===== config.mk =====
export PLATFORM = sky130hd
export DESIGN_NAME = stream_find_replace_flat
export DESIGN_NICKNAME = d
export VERILOG_FILES = /design/src/design/sfr_pkg.sv /design/src/design/sfr_in_if.sv /design/src/design/sfr_out_if.sv /design/src/design/sfr_cfg_if.sv /design/src/design/sfr_cell.sv /design/src/design/stream_find_replace.sv /design/src/flat_wrapper.sv
export SDC_FILE = /design/constraint.sdc
export NUM_CORES = 1
export LEC_CHECK = 0
export BUFFER_PORTS_ARGS = -buffer_cell sky130_fd_sc_hd__buf_2
export CAP_MARGIN = 20
export CORE_MARGIN = 2
export CORE_UTILIZATION = 35
export CTS_CLUSTER_SIZE = 28
export DETAILED_ROUTE_END_ITERATION = 7
export GPL_TIMING_DRIVEN = 0
export SLEW_MARGIN = 5
export SYNTH_ARGS = -nofsm -noshare
export SYNTH_HDL_FRONTEND = slang
export SYNTH_SLANG_ARGS = --single-unit

===== constraint.sdc =====
create_clock -name clk -period 4.25 [get_ports clk]
set_input_delay 0.85 -clock clk [delete_from_list [all_inputs] [get_ports clk]]
set_output_delay 0.85 -clock clk [all_outputs]
set_load 0.1 [all_outputs]

===== src/design/sfr_pkg.sv =====
// ----------------------------------------------------------------------------
// sfr_pkg
// Shared types and constants of the stream find and replace block.
// ----------------------------------------------------------------------------
`default_nettype none

package sfr_pkg;

  localparam int BYTE_W    = 8;
  localparam int CFG_IDX_W = 2;
  localparam int CFG_DAT_W = 64;
  localparam int LEN_W     = 4;
  localparam int TOTAL_W   = 32;

  // Configuration register indexes.
  localparam logic [CFG_IDX_W-1:0] CFG_SEARCH_BYTES       = 2'd0;
  localparam logic [CFG_IDX_W-1:0] CFG_SEARCH_LENGTH      = 2'd1;
  localparam logic [CFG_IDX_W-1:0] CFG_REPLACEMENT_BYTES  = 2'd2;
  localparam logic [CFG_IDX_W-1:0] CFG_REPLACEMENT_LENGTH = 2'd3;

  typedef enum logic [1:0] {
    S_IDLE,
    S_SCAN,
    S_REPL
  } sfr_state_t;

  // Commands that the sequencer sends to every cell of the window.
  typedef struct packed {
    logic load;   // append the new text byte at the first free cell
    logic shift;  // move every byte one cell toward the head
    logic clear;  // empty the window
  } cell_ctrl_t;

endpackage

`default_nettype wire


===== src/design/sfr_in_if.sv =====
// ----------------------------------------------------------------------------
// sfr_in_if
// Text byte channel with valid/ready handshake.
// ----------------------------------------------------------------------------
`default_nettype none

interface sfr_in_if;
  import sfr_pkg::*;

  logic              valid;
  logic              ready;
  logic [BYTE_W-1:0] in_byte;
  logic              in_last;

  modport source (output valid, output in_byte, output in_last, input ready);
  modport sink   (input valid, input in_byte, input in_last, output ready);
endinterface

`default_nettype wire


===== src/design/sfr_out_if.sv =====
// ----------------------------------------------------------------------------
// sfr_out_if
// Result channel with valid/ready handshake.
// ----------------------------------------------------------------------------
`default_nettype none

interface sfr_out_if;
  import sfr_pkg::*;

  logic               valid;
  logic               ready;
  logic [BYTE_W-1:0]  out_byte;
  logic               has_byte;
  logic               out_last;
  logic [TOTAL_W-1:0] match_total;

  modport source (output valid, output out_byte, output has_byte, output out_last,
                  output match_total, input ready);
  modport sink   (input valid, input out_byte, input has_byte, input out_last,
                  input match_total, output ready);
endinterface

`default_nettype wire


===== src/design/sfr_cfg_if.sv =====
// ----------------------------------------------------------------------------
// sfr_cfg_if
// Configuration write channel with valid/ready handshake.
// ----------------------------------------------------------------------------
`default_nettype none

interface sfr_cfg_if;
  import sfr_pkg::*;

  logic                 valid;
  logic                 ready;
  logic [CFG_IDX_W-1:0] index;
  logic [CFG_DAT_W-1:0] data;

  modport source (output valid, output index, output data, input ready);
  modport sink   (input valid, input index, input data, output ready);
endinterface

`default_nettype wire


===== src/design/sfr_cell.sv =====
// ----------------------------------------------------------------------------
// sfr_cell
// One byte of the pending window: holds a byte, takes its right neighbor's
// byte on a shift and compares itself with its pattern byte.
// ----------------------------------------------------------------------------
`default_nettype none

module sfr_cell import sfr_pkg::*; (
  input  wire logic              clk,
  input  wire logic              rst,
  input  wire cell_ctrl_t        ctrl,
  input  wire logic [BYTE_W-1:0] new_byte,
  input  wire logic [BYTE_W-1:0] pat_byte,
  input  wire logic              left_valid,
  input  wire logic              right_valid,
  input  wire logic [BYTE_W-1:0] right_byte,
  output logic [BYTE_W-1:0]      cell_byte,
  output logic                   cell_valid,
  output logic                   hit
);

  logic load_here;

  // The new byte lands in the first empty cell after the occupied ones.
  assign load_here = ctrl.load && !cell_valid && left_valid;

  always_ff @(posedge clk) begin
    if (rst || ctrl.clear) begin
      cell_valid <= 1'b0;
    end else if (ctrl.shift) begin
      cell_valid <= right_valid;
    end else if (load_here) begin
      cell_valid <= 1'b1;
    end
  end

  always_ff @(posedge clk) begin
    if (ctrl.shift) begin
      cell_byte <= right_byte;
    end else if (load_here) begin
      cell_byte <= new_byte;
    end
  end

  // An empty cell never breaks the prefix test.
  assign hit = !cell_valid || (cell_byte == pat_byte);

endmodule

`default_nettype wire


===== src/design/stream_find_replace.sv =====
// ----------------------------------------------------------------------------
// stream_find_replace: a released byte is registered in the window and then in the result
// register; a replacement byte also passes the REPL state. The input stays closed while a
// request is worked on, through each released byte and each replacement byte of a match.
// Result stalls hold the sequencer; at most one result moves per cycle.
// Reset is synchronous on rst: empties the window, clears the counter, loads default config.
// ----------------------------------------------------------------------------
`default_nettype none

module stream_find_replace import sfr_pkg::*; #(
  parameter int SEARCH_MAX  = 8,
  parameter int REPLACE_MAX = 8
) (
  input wire logic   clk,
  input wire logic   rst,
  sfr_in_if.sink     text,
  sfr_out_if.source  result,
  sfr_cfg_if.sink    cfg
);

  // Width of the replacement byte index; at least one bit.
  localparam int RI_W = (REPLACE_MAX > 1) ? $clog2(REPLACE_MAX) : 1;

  // --------------------------------------------------------------------------
  // Configuration registers. Writes are taken at any time; the user is to use the
  // port only while the block is idle, which the block itself does not enforce. A new
  // pattern or pattern length empties the pending window without emitting its bytes.
  // --------------------------------------------------------------------------
  logic [CFG_DAT_W-1:0] search_bytes;
  logic [LEN_W-1:0]     search_length;
  logic [CFG_DAT_W-1:0] replacement_bytes;
  logic [LEN_W-1:0]     replacement_length;
  logic                 cfg_write;
  logic                 cfg_pattern_write;

  assign cfg.ready         = 1'b1;
  assign cfg_write         = cfg.valid && cfg.ready;
  assign cfg_pattern_write = cfg_write &&
                             (cfg.index == CFG_SEARCH_BYTES || cfg.index == CFG_SEARCH_LENGTH);

  always_ff @(posedge clk) begin
    if (rst) begin
      search_bytes       <= '0;
      search_length      <= LEN_W'(1);
      replacement_bytes  <= '0;
      replacement_length <= '0;
    end else if (cfg_write) begin
      case (cfg.index)
        CFG_SEARCH_BYTES:       search_bytes       <= cfg.data;
        CFG_SEARCH_LENGTH:      search_length      <= cfg.data[LEN_W-1:0];
        CFG_REPLACEMENT_BYTES:  replacement_bytes  <= cfg.data;
        CFG_REPLACEMENT_LENGTH: replacement_length <= cfg.data[LEN_W-1:0];
        default: ;
      endcase
    end
  end

  // Lengths outside the supported range are clamped: a pattern of zero bytes
  // acts as one byte, and both lengths stop at the size of the hardware.
  logic [LEN_W-1:0] search_len_eff;
  logic [LEN_W-1:0] repl_len_eff;

  always_comb begin
    if (search_length == '0) begin
      search_len_eff = LEN_W'(1);
    end else if (search_length > LEN_W'(SEARCH_MAX)) begin
      search_len_eff = LEN_W'(SEARCH_MAX);
    end else begin
      search_len_eff = search_length;
    end
  end

  always_comb begin
    if (replacement_length > LEN_W'(REPLACE_MAX)) begin
      repl_len_eff = LEN_W'(REPLACE_MAX);
    end else begin
      repl_len_eff = replacement_length;
    end
  end

  // --------------------------------------------------------------------------
  // Pending window: a row of cells. Cell 0 holds the oldest pending byte.
  // Occupied cells are always contiguous from cell 0, so the valid bits also
  // encode the fill level. Between requests the window is a proper prefix of
  // the pattern; the new byte is appended behind it.
  // --------------------------------------------------------------------------
  cell_ctrl_t              cell_ctrl;
  logic                    cell_shift;
  logic                    cell_clear;
  logic [SEARCH_MAX-1:0]   cell_valid;
  logic [SEARCH_MAX-1:0]   cell_hit;
  logic [SEARCH_MAX-1:0]   at_len;
  logic [SEARCH_MAX:0]     left_vec;
  logic [SEARCH_MAX:0]     right_vec;
  logic [BYTE_W-1:0]       chain_byte [SEARCH_MAX+1];
  logic                    text_accept;

  assign text_accept     = text.valid && text.ready;
  assign cell_ctrl.load  = text_accept;
  assign cell_ctrl.shift = cell_shift;
  assign cell_ctrl.clear = cell_clear || cfg_pattern_write;

  assign left_vec              = {cell_valid, 1'b1};
  assign right_vec             = {1'b0, cell_valid};
  assign chain_byte[SEARCH_MAX] = '0;

  for (genvar gi = 0; gi < SEARCH_MAX; gi++) begin : g_cell
    sfr_cell u_cell (
      .clk         (clk),
      .rst         (rst),
      .ctrl        (cell_ctrl),
      .new_byte    (text.in_byte),
      .pat_byte    (search_bytes[gi*BYTE_W +: BYTE_W]),
      .left_valid  (left_vec[gi]),
      .right_valid (right_vec[gi+1]),
      .right_byte  (chain_byte[gi+1]),
      .cell_byte   (chain_byte[gi]),
      .cell_valid  (cell_valid[gi]),
      .hit         (cell_hit[gi])
    );

    assign at_len[gi] = (search_len_eff == LEN_W'(gi + 1));
  end

  // Window status seen by the sequencer.
  logic all_match;   // occupied cells spell a prefix of the pattern
  logic full;        // fill level equals the pattern length
  logic nonempty;
  logic single;      // exactly one byte pending

  assign all_match = &cell_hit;
  assign full      = |(cell_valid & at_len);
  assign nonempty  = cell_valid[0];
  assign single    = (cell_valid == SEARCH_MAX'(1));

  // --------------------------------------------------------------------------
  // Sequencer. IDLE takes one request. SCAN looks at the window once per
  // cycle: a full match is swapped for the replacement, otherwise the oldest
  // byte is released while the window is not a prefix (or while a final
  // request flushes it). REPL streams out the replacement bytes.
  // --------------------------------------------------------------------------
  sfr_state_t         state;
  sfr_state_t         state_next;
  logic               last_q;     // current request carries in_last
  logic               emitted;    // current request has produced a result
  logic [RI_W-1:0]    rep_idx;
  logic               rep_last;
  logic [BYTE_W-1:0]  rep_byte;
  logic [TOTAL_W-1:0] replace_counter;

  logic               slot_free;
  logic               do_replace;
  logic               do_release;

  logic               emit;
  logic [BYTE_W-1:0]  emit_byte;
  logic               emit_has;
  logic               emit_last;
  logic               cnt_inc;
  logic               cnt_clear;

  assign slot_free  = !result.valid || result.ready;
  assign do_replace = full && all_match;
  assign do_release = !all_match || (last_q && nonempty);
  assign rep_last   = (LEN_W'(rep_idx) + LEN_W'(1) == repl_len_eff);
  assign rep_byte   = replacement_bytes[{rep_idx, 3'b000} +: BYTE_W];

  assign text.ready = (state == S_IDLE);

  always_ff @(posedge clk) begin
    if (rst) begin
      state <= S_IDLE;
    end else begin
      state <= state_next;
    end
  end

  always_comb begin
    state_next = state;
    case (state)
      S_IDLE: begin
        if (text_accept) begin
          state_next = S_SCAN;
        end
      end
      S_SCAN: begin
        if (do_replace) begin
          // With an empty replacement the window is now empty and SCAN
          // goes on to finish the request.
          state_next = (repl_len_eff != '0) ? S_REPL : S_SCAN;
        end else if (do_release) begin
          state_next = S_SCAN;
        end else if (!last_q || emitted || slot_free) begin
          state_next = S_IDLE;
        end
      end
      S_REPL: begin
        if (slot_free && rep_last) begin
          state_next = S_IDLE;
        end
      end
      default: state_next = S_IDLE;
    endcase
  end

  always_comb begin
    emit       = 1'b0;
    emit_byte  = '0;
    emit_has   = 1'b0;
    emit_last  = 1'b0;
    cell_shift = 1'b0;
    cell_clear = 1'b0;
    cnt_inc    = 1'b0;
    cnt_clear  = 1'b0;
    case (state)
      S_SCAN: begin
        if (do_replace) begin
          cell_clear = 1'b1;
          cnt_inc    = 1'b1;
        end else if (do_release) begin
          if (slot_free) begin
            emit       = 1'b1;
            emit_byte  = chain_byte[0];
            emit_has   = 1'b1;
            emit_last  = last_q && single;
            cell_shift = 1'b1;
            cnt_clear  = last_q && single;
          end
        end else if (last_q && !emitted && slot_free) begin
          // A final request that produced nothing still closes the text
          // with one empty result.
          emit      = 1'b1;
          emit_last = 1'b1;
          cnt_clear = 1'b1;
        end
      end
      S_REPL: begin
        if (slot_free) begin
          emit      = 1'b1;
          emit_byte = rep_byte;
          emit_has  = 1'b1;
          emit_last = last_q && rep_last;
          cnt_clear = last_q && rep_last;
        end
      end
      default: ;
    endcase
  end

  always_ff @(posedge clk) begin
    if (rst) begin
      last_q  <= 1'b0;
      emitted <= 1'b0;
      rep_idx <= '0;
    end else if (text_accept) begin
      last_q  <= text.in_last;
      emitted <= 1'b0;
      rep_idx <= '0;
    end else if (emit) begin
      emitted <= 1'b1;
      if (state == S_REPL) begin
        rep_idx <= rep_idx + RI_W'(1);
      end
    end
  end

  // Replacement count of the current text; it saturates and is cleared as
  // the final result of the text is handed to the result register.
  always_ff @(posedge clk) begin
    if (rst || cnt_clear) begin
      replace_counter <= '0;
    end else if (cnt_inc && (replace_counter != '1)) begin
      replace_counter <= replace_counter + TOTAL_W'(1);
    end
  end

  // --------------------------------------------------------------------------
  // Result register. It decouples the two sides: the block can take the next
  // request while a result still waits here.
  // --------------------------------------------------------------------------
  always_ff @(posedge clk) begin
    if (rst) begin
      result.valid <= 1'b0;
    end else if (emit) begin
      result.valid <= 1'b1;
    end else if (result.ready) begin
      result.valid <= 1'b0;
    end
  end

  always_ff @(posedge clk) begin
    if (emit) begin
      result.out_byte    <= emit_byte;
      result.has_byte    <= emit_has;
      result.out_last    <= emit_last;
      result.match_total <= replace_counter;
    end
  end

endmodule

`default_nettype wire


===== src/flat_wrapper.sv =====
// flat-port wrapper written by rule: the top's interface ports become plain ports
module stream_find_replace_flat import sfr_pkg::*;
#(
  parameter int SEARCH_MAX  = 8,
  parameter int REPLACE_MAX = 8
)
  (clk, rst, text_valid, text_in_byte, text_in_last, text_ready, result_valid, result_out_byte, result_has_byte, result_out_last, result_match_total, result_ready, cfg_valid, cfg_index, cfg_data, cfg_ready);
  sfr_in_if text_i ();
  sfr_out_if result_i ();
  sfr_cfg_if cfg_i ();
  input wire logic clk;
  input wire logic rst;
  input wire logic [$bits(text_i.valid)-1:0] text_valid;
  input wire logic [$bits(text_i.in_byte)-1:0] text_in_byte;
  input wire logic [$bits(text_i.in_last)-1:0] text_in_last;
  output wire logic [$bits(text_i.ready)-1:0] text_ready;
  output wire logic [$bits(result_i.valid)-1:0] result_valid;
  output wire logic [$bits(result_i.out_byte)-1:0] result_out_byte;
  output wire logic [$bits(result_i.has_byte)-1:0] result_has_byte;
  output wire logic [$bits(result_i.out_last)-1:0] result_out_last;
  output wire logic [$bits(result_i.match_total)-1:0] result_match_total;
  input wire logic [$bits(result_i.ready)-1:0] result_ready;
  input wire logic [$bits(cfg_i.valid)-1:0] cfg_valid;
  input wire logic [$bits(cfg_i.index)-1:0] cfg_index;
  input wire logic [$bits(cfg_i.data)-1:0] cfg_data;
  output wire logic [$bits(cfg_i.ready)-1:0] cfg_ready;
  assign text_i.valid = text_valid;
  assign text_i.in_byte = text_in_byte;
  assign text_i.in_last = text_in_last;
  assign text_ready = text_i.ready;
  assign result_valid = result_i.valid;
  assign result_out_byte = result_i.out_byte;
  assign result_has_byte = result_i.has_byte;
  assign result_out_last = result_i.out_last;
  assign result_match_total = result_i.match_total;
  assign result_i.ready = result_ready;
  assign cfg_i.valid = cfg_valid;
  assign cfg_i.index = cfg_index;
  assign cfg_i.data = cfg_data;
  assign cfg_ready = cfg_i.ready;
  stream_find_replace #(.SEARCH_MAX(SEARCH_MAX), .REPLACE_MAX(REPLACE_MAX)) u_core (.clk(clk), .rst(rst), .text(text_i), .result(result_i), .cfg(cfg_i));
endmodule

==> metrics <==
Critical Path Start=u_core.search_length[0]; Min Hold Slack=0.456 ns; final max-slew violation count=0; hold depth=2; P_leak=5.26 nW; Crit Reg-Reg Endpoint=u_core.g_cell[6].u_cell.cell_byte[6]; syn avg cell area=9.67 um2; Skew-Pair Late Insertion Delay=0.59 ns; routed wire length=35,400 um; Worst-path clk slew=0.06 ns; vias in the first global route=9,699; status=finished, final reports clean; #FFs+latches synth=290; clk buf depth=3; Critical Path RT=4.56 ns; Avg WL per Cell=18.3 um; DRT Pass-1 Iters=6; gr ovfl total=0; Post-DRT Antenna Nets=0; skew final=0.0434 ns; CP max FO=10; Hold Crit Class=flop to flop; 1st-iter DRT viols=695; total number of vias=10,000; commonest non-fill, non-tap cell in the layout=nand2_1; Setup Crit Path Kind=flop to flop; register area share after synthesis=0.543; Area growth syn-to-layout=17.8%; Worst-Margin Slew=1.06 ns; cell area power density=551 mW/mm2; top_reg_cell synth=dfxtp_1; maxcap violations=0; non-filler cells, final=1,929; max_slew headroom=0.289; Worst R2R Start=u_core.search_length[0]; number of hold violations in the final report=0; Setup WS pre-CTS=1.07 ns; RSZ-0062 raised after global routing=no; Total GRT Usage=0.190; Post-synth EDFFs=98; largest net degree at the start of global routing=27; first-pass GRT wire length=54,300 um; CTS root buf=clkbuf_16; Psw=2.58 mW; max frequency=309 MHz; Ports=125; FP Rows=69; die area=0.0372 mm2; Hold-fix buffers, CTS=0; reg2reg setup slack=1.01 ns; CTS buffer count=30; Post-Synthesis Cells=1,291; CTS tree=built; Mapped Area=0.0125 mm2; clock power share=0.331; initial antenna violation count=0; Residual DRC=0; initial cell density of the core=0.353; H-tree level count=1; critical path capture point type=flop; post_cts resized=0; fin nets=1,530; final period utilization=0.761; Async SR Flop Fraction=0; Port Buffers=121; detailed placement HPWL=26,900 um; startpoint types=flop; Worst Path Arrival=3.55 ns; Final setup viols=0; worst vdd ir=0.373 mV; r2r worst-path depth=9; Die Ht=193 um; total power=8.11 mW; layout cells sized above 1=0.140; most frequent cells in the layout=nand2_1 (304), dfxtp_1 (192), a21oi_1 (180), buf_2 (131), edfxtp_1 (98); Die W=193 um; Yosys warning count=0; core region area=0.0354 mm2; ant diodes=0; Sink Count=290; Synth cell types=51; Final GP Congestion=0.863; Min-Delay Endpoint=u_core.replacement_bytes[45]; final setup margin=1.01 ns; Sequential Power Share=0.451; Hold Startpoint=u_core.replacement_bytes[45]; Gate power share=0.218; P_int=5.54 mW; # Post-CTS Setup Buffers=0; Sw Ratio=0.317; syn_nets=1,376; minimum clock period=3.24 ns; dpl cells=1,874; post-DR vias/cell=5.21
-- power by group through the flow --
stage          combinational, mW  clock (mW)  sequential (mW)
2_1_floorplan               1.10           0             3.81
3_3_place_gp                1.72           0             3.71
3_5_place_dp                1.75           0             3.71
4_1_cts                     1.76        2.73             3.65
5_1_grt                     1.93        2.85             3.69
6_report                    1.77        2.69             3.65
-- state kept, by name (all words and copies together) (netlist names), 2 cells and up --
signal / cells
u_core.replace_counter: 32
u_core.rep_idx: 3
u_core.g_cell.u_cell.cell_byte: 64
u_core.result.out_byte: 8
u_core.result.match_total: 32
u_core.g_cell.u_cell.cell_valid: 8
u_core.search_length: 4
u_core.replacement_length: 4
u_core.search_bytes: 64
u_core.state: 2
u_core.replacement_bytes: 64
-- critical path, stage by stage, from the launching register on --
cell and delay (ns):
dfxtp_1 0.41, mux4_2 0.51, and2_1 0.16, o31a_1 0.37, nor2_1 0.25, o311a_1 0.44
buf_2 0.33, nor2b_1 0.07, clkbuf_1 0.24, a21o_1 0.22
-- area by class of cell --
type	count	area, um2
clock buffer	38	791
sequential	290	6790
timing repair buffer	122	633
multi-input combinational	903	5310
fill	3520	20700
buffer	88	369
inverter	10	37.5
clock inverter	17	213
tap	461	577
-- synth_stat cells, types with 17 or more instances --
master / number / area [um2]
or4_1: 19 / 143
a21oi_1: 181 / 906
xnor2_1: 64 / 561
dfxtp_1: 192 / 3840
nand3_1: 25 / 125
edfxtp_1: 98 / 2940
mux4_2: 17 / 383
nor2b_1: 19 / 119
o21ai_0: 26 / 130
clkbuf_1: 68 / 255
nand2_1: 304 / 1140
or3_1: 19 / 119
a21o_1: 57 / 428
nand4_1: 29 / 181
-- metal layers --
metal | part of all wire | wire, um | global-route usage
met1 | 0.45 | 16000 | 0.260
met2 | 0.46 | 16300 | 0.308
met3 | 0.064 | 2270 | 0.0351
met4 | 0.024 | 842 | 0.0527
met5 | 0 | 0 | 0
-- how the worst max path moves through the flow --
stage	slack, ns	depth (start not counted)	to
floorplan	0.11	6	u_core.result.has_byte
global placement	-1.05	6	u_core.result.match_total[31]
detailed placement	1.07	9	u_core.g_cell[0].u_cell.cell_byte[6]
CTS	1.08	9	u_core.g_cell[6].u_cell.cell_byte[6]
global route	0.79	9	u_core.replace_counter[5]
finish	1.01	9	u_core.g_cell[6].u_cell.cell_byte[6]
-- logic make-up after synthesis --
group                    count (synthesis)  synth area share
AND/OR/NAND/NOR                        486             0.180
AO/OA/AOI/OAI                          311             0.148
flip-flops                             290             0.543
buffers and inverters                   98            0.0326
XOR/XNOR                                67            0.0470
multiplexers                            33            0.0435
adder cells (fa/ha/maj)                  5           0.00501
other                                    1          0.000300
-- per-stage QoR --
stage	setup TNS (ns)	area, um2	utilization
floorplan	0	12500	-
global placement	-44.92	13700	0.386
detailed placement	0	13700	0.387
CTS	0	14700	0.416
global route	0	14700	0.416
finish	0	14700	0.416
Note: power is estimated with default switching activity, not from simulation.
